$ cat config.mk
export PLATFORM = sky130hd
export DESIGN_NAME = timer_bank_repeat_suspend
export DESIGN_NICKNAME = d
export VERILOG_FILES = /design/src/sv/tbrs_pkg.sv /design/src/sv/tbrs_ram.sv /design/src/sv/tbrs_front.sv /design/src/sv/tbrs_queue.sv /design/src/sv/tbrs_back.sv /design/src/sv/timer_bank_repeat_suspend.sv
export SDC_FILE = /design/constraint.sdc
export NUM_CORES = 2
export LEC_CHECK = 0
export BUFFER_PORTS_ARGS = -buffer_cell sky130_fd_sc_hd__clkbuf_2
export CAP_MARGIN = 20
export CORE_ASPECT_RATIO = 1.2
export CORE_MARGIN = 10
export CORE_UTILIZATION = 65
export DETAILED_ROUTE_END_ITERATION = 8
export PLACE_DENSITY = 0.83
export REMOVE_ABC_BUFFERS = 1
export SLEW_MARGIN = 15
export SYNTH_ARGS = -nofsm -noshare
export SYNTH_HDL_FRONTEND = slang
export SYNTH_SLANG_ARGS = --single-unit
$ cat constraint.sdc
create_clock -name clk -period 24.3 [get_ports clk]
set_input_delay 1.215 -clock clk [delete_from_list [all_inputs] [get_ports clk]]
set_output_delay 1.215 -clock clk [all_outputs]
set_load 0.1 [all_outputs]
$ cat src/sv/tbrs_pkg.sv
`default_nettype none

package tbrs_pkg;

	localparam logic [2:0] ACT_START_PER = 3'd0;
	localparam logic [2:0] ACT_START_ONE = 3'd1;
	localparam logic [2:0] ACT_STOP      = 3'd2;
	localparam logic [2:0] ACT_SUSPEND   = 3'd3;
	localparam logic [2:0] ACT_RESUME    = 3'd4;
	localparam logic [2:0] ACT_TICK      = 3'd5;

	localparam logic [31:0] FOREVER_COUNT = 32'hffff_ffff;
	localparam logic [31:0] ONE_SHOT_COUNT = 32'd1;

	// most expiries reported by one tick
	localparam int FIRE_LIMIT = 16;
	localparam int FCNT_W = $clog2(FIRE_LIMIT + 1);

	typedef enum logic [2:0] {
		OP_START_PER,
		OP_START_ONE,
		OP_STOP,
		OP_SUSPEND,
		OP_RESUME,
		OP_TICK
	} op_t;

	typedef enum logic [1:0] {
		ST_IDLE,
		ST_EXEC,
		ST_SCAN,
		ST_FLUSH
	} st_t;

	typedef struct packed {
		logic [2:0]  action;
		logic [7:0]  timer_index;
		logic [31:0] period_units;
		logic [15:0] handler_id;
		logic [31:0] now_ms;
	} in_item_t;

	typedef struct packed {
		logic [7:0]  fired_slot;
		logic [15:0] fired_handler;
		logic        last_fired;
	} out_item_t;

	typedef struct packed {
		op_t         op;
		logic [7:0]  idx;
		logic [31:0] period;
		logic [15:0] handler;
		logic [31:0] now;
	} cmd_t;

	typedef struct packed {
		logic [31:0] base;
		logic [31:0] period;
		logic [15:0] handler;
		logic [31:0] remaining;
		logic [31:0] saved;
	} slot_rec_t;

	// units * 10, wrapping at 32 bits
	function automatic logic [31:0] period_scale(input logic [31:0] units);
		period_scale = (units << 3) + (units << 1);
	endfunction

endpackage

`default_nettype wire

$ cat src/sv/tbrs_ram.sv
`default_nettype none

module tbrs_ram #(
	parameter int WIDTH = 144,
	parameter int DEPTH = 16,
	localparam int AW = (DEPTH > 1) ? $clog2(DEPTH) : 1
) (
	input  wire logic                  clk,
	input  wire logic                  wr_en,
	input  wire logic [AW-1:0]         wr_addr,
	input  wire logic [WIDTH-1:0]      wr_data,
	input  wire logic                  rd_en,
	input  wire logic [AW-1:0]         rd_addr,
	output logic      [WIDTH-1:0]      rd_data
);

	logic [WIDTH-1:0] mem_q [DEPTH];
	logic [WIDTH-1:0] rd_data_q;

	always_ff @(posedge clk) begin
		if (wr_en) begin
			mem_q[wr_addr] <= wr_data;
		end
		if (rd_en) begin
			rd_data_q <= mem_q[rd_addr];
		end
	end

	assign rd_data = rd_data_q;

endmodule

`default_nettype wire

$ cat src/sv/tbrs_front.sv
`default_nettype none

module tbrs_front #(
	parameter int TIMER_SLOTS = 16
) (
	input  wire logic                in_valid,
	output logic                     in_ready,
	input  wire tbrs_pkg::in_item_t  in_item,
	input  wire logic                q_full,
	output logic                     push,
	output tbrs_pkg::cmd_t           push_cmd
);

	logic idx_ok;
	logic keep;

	assign idx_ok = {1'b0, in_item.timer_index} < 9'(TIMER_SLOTS);
	assign in_ready = !q_full;

	always_comb begin
		keep = 1'b0;
		push_cmd.op = tbrs_pkg::OP_TICK;
		push_cmd.idx = in_item.timer_index;
		push_cmd.period = tbrs_pkg::period_scale(in_item.period_units);
		push_cmd.handler = in_item.handler_id;
		push_cmd.now = in_item.now_ms;
		unique case (in_item.action)
			tbrs_pkg::ACT_START_PER: begin
				push_cmd.op = tbrs_pkg::OP_START_PER;
				keep = idx_ok;
			end
			tbrs_pkg::ACT_START_ONE: begin
				push_cmd.op = tbrs_pkg::OP_START_ONE;
				keep = idx_ok;
			end
			tbrs_pkg::ACT_STOP: begin
				push_cmd.op = tbrs_pkg::OP_STOP;
				keep = idx_ok;
			end
			tbrs_pkg::ACT_SUSPEND: begin
				push_cmd.op = tbrs_pkg::OP_SUSPEND;
				keep = idx_ok;
			end
			tbrs_pkg::ACT_RESUME: begin
				push_cmd.op = tbrs_pkg::OP_RESUME;
				keep = idx_ok;
			end
			tbrs_pkg::ACT_TICK: begin
				push_cmd.op = tbrs_pkg::OP_TICK;
				keep = 1'b1;
			end
			default: begin
				// unused codes are taken and dropped
				keep = 1'b0;
			end
		endcase
	end

	assign push = in_valid && in_ready && keep;

endmodule

`default_nettype wire

$ cat src/sv/tbrs_queue.sv
`default_nettype none

module tbrs_queue (
	input  wire logic            clk,
	input  wire logic            arst_n,
	input  wire logic            push,
	input  wire tbrs_pkg::cmd_t  push_cmd,
	output logic                 full,
	input  wire logic            pop,
	output logic                 empty,
	output tbrs_pkg::cmd_t       head
);

	// depth is a power of two so the pointers wrap on their own
	localparam int QDEPTH = 2;
	localparam int PTR_W = $clog2(QDEPTH);
	localparam int CNT_W = $clog2(QDEPTH + 1);

	tbrs_pkg::cmd_t entry_q [QDEPTH];
	logic [PTR_W-1:0] wr_ptr_q;
	logic [PTR_W-1:0] rd_ptr_q;
	logic [CNT_W-1:0] cnt_q;

	assign full = cnt_q == CNT_W'(QDEPTH);
	assign empty = cnt_q == '0;
	assign head = entry_q[rd_ptr_q];

	always_ff @(posedge clk or negedge arst_n) begin
		if (!arst_n) begin
			wr_ptr_q <= '0;
			rd_ptr_q <= '0;
			cnt_q <= '0;
		end else begin
			if (push) begin
				wr_ptr_q <= wr_ptr_q + 1'b1;
			end
			if (pop) begin
				rd_ptr_q <= rd_ptr_q + 1'b1;
			end
			if (push && !pop) begin
				cnt_q <= cnt_q + 1'b1;
			end else if (pop && !push) begin
				cnt_q <= cnt_q - 1'b1;
			end
		end
	end

	always_ff @(posedge clk) begin
		if (push) begin
			entry_q[wr_ptr_q] <= push_cmd;
		end
	end

endmodule

`default_nettype wire

$ cat src/sv/tbrs_back.sv
`default_nettype none

module tbrs_back #(
	parameter int TIMER_SLOTS = 16
) (
	input  wire logic                 clk,
	input  wire logic                 arst_n,
	input  wire logic                 q_valid,
	input  wire tbrs_pkg::cmd_t       q_cmd,
	output logic                      q_pop,
	output logic                      out_valid,
	input  wire logic                 out_ready,
	output tbrs_pkg::out_item_t       out_item
);

	localparam int IDX_W = (TIMER_SLOTS > 1) ? $clog2(TIMER_SLOTS) : 1;
	localparam int CNT_W = $clog2(TIMER_SLOTS + 1);
	localparam int REC_W = $bits(tbrs_pkg::slot_rec_t);
	localparam int FCNT_W = tbrs_pkg::FCNT_W;

	tbrs_pkg::st_t st_q, st_d;
	tbrs_pkg::cmd_t cmd_q;
	logic [CNT_W-1:0] rd_idx_q;
	logic [IDX_W-1:0] ev_idx_q;
	logic ev_vld_q;
	logic [FCNT_W-1:0] fire_cnt_q;
	logic hold_vld_q;
	tbrs_pkg::out_item_t hold_q;
	logic out_vld_q;
	tbrs_pkg::out_item_t out_q;
	logic [TIMER_SLOTS-1:0] vld_q;
	logic rd_ok_q;

	logic rd_en;
	logic [IDX_W-1:0] rd_addr;
	logic wr_en;
	logic [IDX_W-1:0] wr_addr;
	tbrs_pkg::slot_rec_t wr_rec;
	logic [REC_W-1:0] ram_rdata;

	tbrs_pkg::slot_rec_t rec;
	tbrs_pkg::slot_rec_t exec_rec;
	tbrs_pkg::slot_rec_t fire_rec;
	logic [31:0] due;
	logic fire;
	logic stall;
	logic limit_hit;
	logic more;
	logic out_free;
	logic out_push;
	tbrs_pkg::out_item_t out_d;
	logic scan_init;
	logic scan_adv;
	logic scan_rd;
	logic fire_take;
	logic hold_clr;

	tbrs_ram #(
		.WIDTH(REC_W),
		.DEPTH(TIMER_SLOTS)
	) u_ram (
		.clk     (clk),
		.wr_en   (wr_en),
		.wr_addr (wr_addr),
		.wr_data (wr_rec),
		.rd_en   (rd_en),
		.rd_addr (rd_addr),
		.rd_data (ram_rdata)
	);

	// slots never written read as idle
	assign rec = rd_ok_q ? tbrs_pkg::slot_rec_t'(ram_rdata) : '0;

	assign due = rec.base + rec.period;
	assign fire = ev_vld_q && (rec.remaining != '0) && (due <= cmd_q.now);
	assign out_free = !out_vld_q || out_ready;
	// a second expiry needs the held one moved out first
	assign stall = fire && hold_vld_q && !out_free;
	assign limit_hit = fire && (fire_cnt_q == FCNT_W'(tbrs_pkg::FIRE_LIMIT - 1));
	assign more = rd_idx_q != CNT_W'(TIMER_SLOTS);

	always_comb begin
		fire_rec = rec;
		fire_rec.base = cmd_q.now;
		if (rec.remaining != tbrs_pkg::FOREVER_COUNT) begin
			fire_rec.remaining = rec.remaining - 1'b1;
		end
	end

	always_comb begin
		exec_rec = rec;
		unique case (cmd_q.op)
			tbrs_pkg::OP_START_PER, tbrs_pkg::OP_START_ONE: begin
				exec_rec.base = cmd_q.now;
				exec_rec.period = cmd_q.period;
				exec_rec.handler = cmd_q.handler;
				exec_rec.remaining = (cmd_q.op == tbrs_pkg::OP_START_PER) ?
					tbrs_pkg::FOREVER_COUNT : tbrs_pkg::ONE_SHOT_COUNT;
			end
			tbrs_pkg::OP_STOP: begin
				exec_rec.handler = '0;
				exec_rec.remaining = '0;
			end
			tbrs_pkg::OP_SUSPEND: begin
				if (rec.remaining != '0) begin
					exec_rec.saved = rec.remaining;
					exec_rec.base = rec.base - cmd_q.now;
					exec_rec.remaining = '0;
				end
			end
			tbrs_pkg::OP_RESUME: begin
				if (rec.remaining == '0) begin
					exec_rec.remaining = rec.saved;
					exec_rec.base = rec.base + cmd_q.now;
					exec_rec.saved = '0;
				end
			end
			default: begin
				exec_rec = rec;
			end
		endcase
	end

	always_comb begin
		st_d = st_q;
		q_pop = 1'b0;
		rd_en = 1'b0;
		rd_addr = rd_idx_q[IDX_W-1:0];
		wr_en = 1'b0;
		wr_addr = ev_idx_q;
		wr_rec = fire_rec;
		out_push = 1'b0;
		out_d = hold_q;
		scan_init = 1'b0;
		scan_adv = 1'b0;
		scan_rd = 1'b0;
		fire_take = 1'b0;
		hold_clr = 1'b0;
		unique case (st_q)
			tbrs_pkg::ST_IDLE: begin
				if (q_valid) begin
					q_pop = 1'b1;
					if (q_cmd.op == tbrs_pkg::OP_TICK) begin
						scan_init = 1'b1;
						st_d = tbrs_pkg::ST_SCAN;
					end else begin
						rd_en = 1'b1;
						rd_addr = q_cmd.idx[IDX_W-1:0];
						st_d = tbrs_pkg::ST_EXEC;
					end
				end
			end
			tbrs_pkg::ST_EXEC: begin
				wr_en = 1'b1;
				wr_addr = cmd_q.idx[IDX_W-1:0];
				wr_rec = exec_rec;
				st_d = tbrs_pkg::ST_IDLE;
			end
			tbrs_pkg::ST_SCAN: begin
				// read of slot i+1 overlaps the check and write-back of slot i
				if (!stall) begin
					scan_adv = 1'b1;
					if (fire) begin
						wr_en = 1'b1;
						fire_take = 1'b1;
						if (hold_vld_q) begin
							out_push = 1'b1;
							out_d.last_fired = 1'b0;
						end
					end
					if (more && !limit_hit) begin
						rd_en = 1'b1;
						scan_rd = 1'b1;
					end
					if (limit_hit || !more) begin
						st_d = tbrs_pkg::ST_FLUSH;
					end
				end
			end
			tbrs_pkg::ST_FLUSH: begin
				if (!hold_vld_q) begin
					st_d = tbrs_pkg::ST_IDLE;
				end else if (out_free) begin
					out_push = 1'b1;
					out_d.last_fired = 1'b1;
					hold_clr = 1'b1;
					st_d = tbrs_pkg::ST_IDLE;
				end
			end
			default: begin
				st_d = tbrs_pkg::ST_IDLE;
			end
		endcase
	end

	always_ff @(posedge clk or negedge arst_n) begin
		if (!arst_n) begin
			st_q <= tbrs_pkg::ST_IDLE;
			rd_idx_q <= '0;
			ev_vld_q <= 1'b0;
			fire_cnt_q <= '0;
			hold_vld_q <= 1'b0;
			out_vld_q <= 1'b0;
			vld_q <= '0;
			rd_ok_q <= 1'b0;
		end else begin
			st_q <= st_d;
			if (scan_init) begin
				rd_idx_q <= '0;
			end else if (scan_rd) begin
				rd_idx_q <= rd_idx_q + 1'b1;
			end
			if (scan_init) begin
				ev_vld_q <= 1'b0;
			end else if (scan_adv) begin
				ev_vld_q <= scan_rd;
			end
			if (scan_init) begin
				fire_cnt_q <= '0;
			end else if (fire_take) begin
				fire_cnt_q <= fire_cnt_q + 1'b1;
			end
			if (scan_init || hold_clr) begin
				hold_vld_q <= 1'b0;
			end else if (fire_take) begin
				hold_vld_q <= 1'b1;
			end
			if (out_push) begin
				out_vld_q <= 1'b1;
			end else if (out_ready) begin
				out_vld_q <= 1'b0;
			end
			if (wr_en) begin
				vld_q[wr_addr] <= 1'b1;
			end
			if (rd_en) begin
				rd_ok_q <= vld_q[rd_addr];
			end
		end
	end

	always_ff @(posedge clk) begin
		if (q_pop) begin
			cmd_q <= q_cmd;
		end
		if (scan_rd) begin
			ev_idx_q <= rd_idx_q[IDX_W-1:0];
		end
		if (fire_take) begin
			hold_q.fired_slot <= 8'(ev_idx_q);
			hold_q.fired_handler <= rec.handler;
			hold_q.last_fired <= 1'b0;
		end
		if (out_push) begin
			out_q <= out_d;
		end
	end

	assign out_valid = out_vld_q;
	assign out_item = out_q;

endmodule

`default_nettype wire

$ cat src/sv/timer_bank_repeat_suspend.sv
// Start, stop, suspend and resume: taken into a two-entry queue, then the slot sequencer
// reads, modifies and writes back one slot record (IDLE reads it, EXEC writes it back).
// Tick: pop, then one slot read per cycle while the output side does not stall, check of the
// last slot and flush; slot i is written back while slot i+1 is read.
// Each expiry is held back so the last of a tick can be flagged; at most 16 per tick.
// Reset clears the queue, sequencer and per-slot valid bits: every slot reads idle, no sweep.
`default_nettype none

module timer_bank_repeat_suspend #(
	parameter int TIMER_SLOTS = 16
) (
	input  wire logic                 clk,
	input  wire logic                 arst_n,
	input  wire logic                 in_valid,
	output logic                      in_ready,
	input  wire tbrs_pkg::in_item_t   in_item,
	output logic                      out_valid,
	input  wire logic                 out_ready,
	output tbrs_pkg::out_item_t       out_item
);

	logic q_push;
	logic q_full;
	logic q_pop;
	logic q_empty;
	tbrs_pkg::cmd_t q_in;
	tbrs_pkg::cmd_t q_head;

	tbrs_front #(
		.TIMER_SLOTS(TIMER_SLOTS)
	) u_front (
		.in_valid (in_valid),
		.in_ready (in_ready),
		.in_item  (in_item),
		.q_full   (q_full),
		.push     (q_push),
		.push_cmd (q_in)
	);

	tbrs_queue u_queue (
		.clk      (clk),
		.arst_n   (arst_n),
		.push     (q_push),
		.push_cmd (q_in),
		.full     (q_full),
		.pop      (q_pop),
		.empty    (q_empty),
		.head     (q_head)
	);

	tbrs_back #(
		.TIMER_SLOTS(TIMER_SLOTS)
	) u_back (
		.clk       (clk),
		.arst_n    (arst_n),
		.q_valid   (!q_empty),
		.q_cmd     (q_head),
		.q_pop     (q_pop),
		.out_valid (out_valid),
		.out_ready (out_ready),
		.out_item  (out_item)
	);

`ifndef SYNTHESIS
	a_fired_slot_range: assert property (@(posedge clk) disable iff (!arst_n)
		out_valid |-> ({1'b0, out_item.fired_slot} < 9'(TIMER_SLOTS)))
		else $error("fired slot out of range");

	a_no_push_when_full: assert property (@(posedge clk) disable iff (!arst_n)
		!(q_push && q_full))
		else $error("command queue overflow");

	a_no_pop_when_empty: assert property (@(posedge clk) disable iff (!arst_n)
		q_pop |-> !q_empty)
		else $error("command queue underflow");
`endif

endmodule

`default_nettype wire
==> metrics <==
yosys synthesis warning count 0; clock sink total between 2000 and 3000; ys flop type edfxtp_1; global route total overflow 0; nature of the critical path endpoint register; Worst Path Max Fanout between 40 and 50; status finished, final reports clean; RSZ-0062 raised after global routing false; FP Rows 169; chip width 405 µm; Setup Fix Bufs, Post-CTS 0; cell area after synthesis 116000 µm²; area grow syn2layout 10.5%; worst slack, placed 12.01 ns; CTS tree built; I/O pin total 122; Power Density between 150 and 200 nW/µm²; origin of the worst min-delay path u_back.hold_q[3]; post_cts resized 0; 1st-pass router iterations 9; count of input and output buffers 116; Leak 43.1 nW; worst path arrival time 12.95 ns; H-tree Lvls 5; fmax 0.0805 GHz; DR vias/cell 7.25; clk_lat worst skew 0.95 ns; Routability Congestion between 0.9 and 1; # nets final 6794; Worst Setup Slack, final 11.88 ns; CP Class reg2reg; Initial Utilization 0.655; pin count of the biggest net entering global routing ~140; asr flop ratio synth 0.0129; DR WL/cell 34.1 µm; synthesized flop and latch total 2787; footprint of the multi-input gates 30700 µm²; synthesized instance count 6344; worst hold stages 0; Die Ht 482 µm; vias in the first global route 66700; Hold WS 0.417 ns; hold buffer count at cts 0; Final Critical Period between 10 and 15 ns; Synth cell types 99; Worst Path Required 24.83 ns; HP Class reg2reg; Sequential cell area 83500 µm²; initial antenna violation count 11; Reg-to-Reg End u_back.u_ram.mem_q[6][61]; via count 65600; Reg-to-Reg Start u_back.rd_ok_q; post-route ant nets 0; clock root cell clkbuf_16; Avg Inst Size Synth 18.3 µm²; final slew viol count 0; period utilisation layout 0.511; first-pass GRT wire length roughly 450000 µm; filler instances 9529; worst-case clock buffer depth 4; starting DRC count in detailed routing roughly 10000; maxcap violations 0; DP Wirelength 160000 µm; layout cells sized above 1 0.212; TritonCTS buffer count approximately 270; reg-to-reg slack, setup 11.88 ns; sequential area share after synthesis 0.721; Remaining DRCs 0; Worst Reg-to-Reg Cells 25; commonest cells after routing, fill and taps aside edfxtp_1, mux4_2, a21oi_1; maximum VDD drop 0.000179 V; setup skew after layout 0.0706 ns; endpoints failing setup 0; Hold Vio Cnt, Final 0; WHS Endpoint u_back.out_item[3]; Total Wirelength just over 300000 µm; Slew headroom 0.158; gr usage total 0.315; commonest non-fill, non-tap cell in the layout edfxtp_1; crit start category register; Die ar. around 200000 µm²; Core Box Area 177000 µm²; Slew @ Worst Pin 1.26 ns; Clk pin slew, worst setup/hold paths 0.07 ns; Post-synth EDFFs 2751
-- cell families after synthesis --
| logic type | Yosys count | synth area share |
|---|---|---|
| XOR/XNOR | 107 | 0.00809 |
| other | 1 | 0.0000324 |
| adder cells (fa/ha/maj) | 161 | 0.0173 |
| flip-flops | 2787 | 0.721 |
| AO/OA/AOI/OAI | 1073 | 0.0607 |
| multiplexers | 850 | 0.137 |
| AND/OR/NAND/NOR | 896 | 0.0387 |
| buffers and inverters | 469 | 0.0172 |
-- where the power goes --
group | switching [W] | leakage, nW | internal, W | total [W]
sequential | 0.000437 | 25.6 | 0.00718 | 0.00762
combinational | 0.00491 | 13.4 | 0.00280 | 0.00771
clock | 0.00176 | 4.13 | 0.00235 | 0.00411
total | 0.00710 | 43.1 | 0.0123 | 0.0194
-- registers in the layout (all words and copies together) (netlist names), 4 cells and up --
register / flops
u_back.out_item: 21
u_back.rd_idx_q: 5
u_back.u_ram.mem_q: 2304
u_back.cmd_q: 86
u_queue.entry_q: 172
u_back.u_ram.rd_data: 144
u_back.vld_q: 16
u_back.fire_cnt_q: 5
u_back.hold_q: 20
u_back.ev_idx_q: 4
-- worst max-delay path, stage by stage, from the launching register on --
cell and delay [ns]:
dfrtp_4 0.89, buf_4 0.75, buf_4 0.49, and2_1 0.50, ha_1 0.40, a21o_1 0.18, a21oi_1 0.16, o21ai_0 0.10
o21a_1 0.19, or3_1 0.40, a21o_1 0.23, a2111o_1 0.42, a31oi_1 0.22, xor2_1 0.10, ha_1 0.30, nand4_1 0.20
nor4_1 0.84, a32oi_1 0.47, buf_4 0.31, nor4_4 0.64, o2bb2ai_1 0.22, nand2_1 0.37, nor2_4 0.86, buf_4 0.87
buf_4 0.91, buf_4 0.76
-- synthesized netlist by cell type (110+ instances only) --
library cell  count  share of area
edfxtp_1       2751           0.71
mux4_2          580           0.11
a21oi_1         352          0.015
nor2_1          232         0.0075
nand2_1         218         0.0071
clkbuf_1        195         0.0063
nor2b_1         166         0.0090
a211oi_1        163          0.011
mux2i_1         159          0.014
ha_1            150          0.016
o21ai_0         148         0.0064
buf_2           120         0.0052
inv_1           111         0.0036
mux2_2          110          0.011
-- worst max path at each step --
stage	endpoint	slack (ns)	depth (start not counted)	startpoint
3_5_place_dp	u_back.u_ram.mem_q[13][134]	12.01	25	u_back.rd_ok_q
2_1_floorplan	u_back.rd_ok_q	-36.79	10	u_queue.rd_ptr_q
6_report	u_back.u_ram.mem_q[6][61]	11.88	25	u_back.rd_ok_q
3_3_place_gp	u_back.u_ram.mem_q[13][142]	12.17	25	u_back.rd_ok_q
5_1_grt	u_back.u_ram.mem_q[6][52]	11.85	25	u_back.rd_ok_q
4_1_cts	u_back.u_ram.mem_q[13][134]	11.89	25	u_back.rd_ok_q
-- per-layer routing --
metal | vias to the layer above | GRT usage | wire [µm]
met5 | - | 0 | 126
met1 | 33200 | 0.393 | 103000
met2 | 5182 | 0.523 | 154000
met3 | 1111 | 0.0771 | 35000
met4 | 20 | 0.150 | 16100
li1 | 26100 | - | -
-- through the flow --
step | cells | instance area (µm²) | setup TNS, ns | utilization | power (W)
floorplan | 5989 | 114000 | -5084.74 | - | 0.0149
global placement | 8558 | 119000 | 0 | 0.674 | 0.0148
detailed placement | 8567 | 119000 | 0 | 0.674 | 0.0150
CTS | 9034 | 128000 | 0 | 0.722 | 0.0193
global route | 9048 | 128000 | 0 | 0.723 | 0.0201
finish | 9049 | 128000 | 0 | 0.723 | 0.0194
-- area by class of cell --
cell class                 count  share of cell area
timing repair buffer         283              0.0160
clock buffer                 341              0.0573
multi-input combinational   3091               0.240
tap                         2308              0.0226
sequential                  2787               0.652
antenna                        2           0.0000391
clock inverter               126             0.00892
inverter                     111             0.00327
Power figures use the tool's default switching activity.
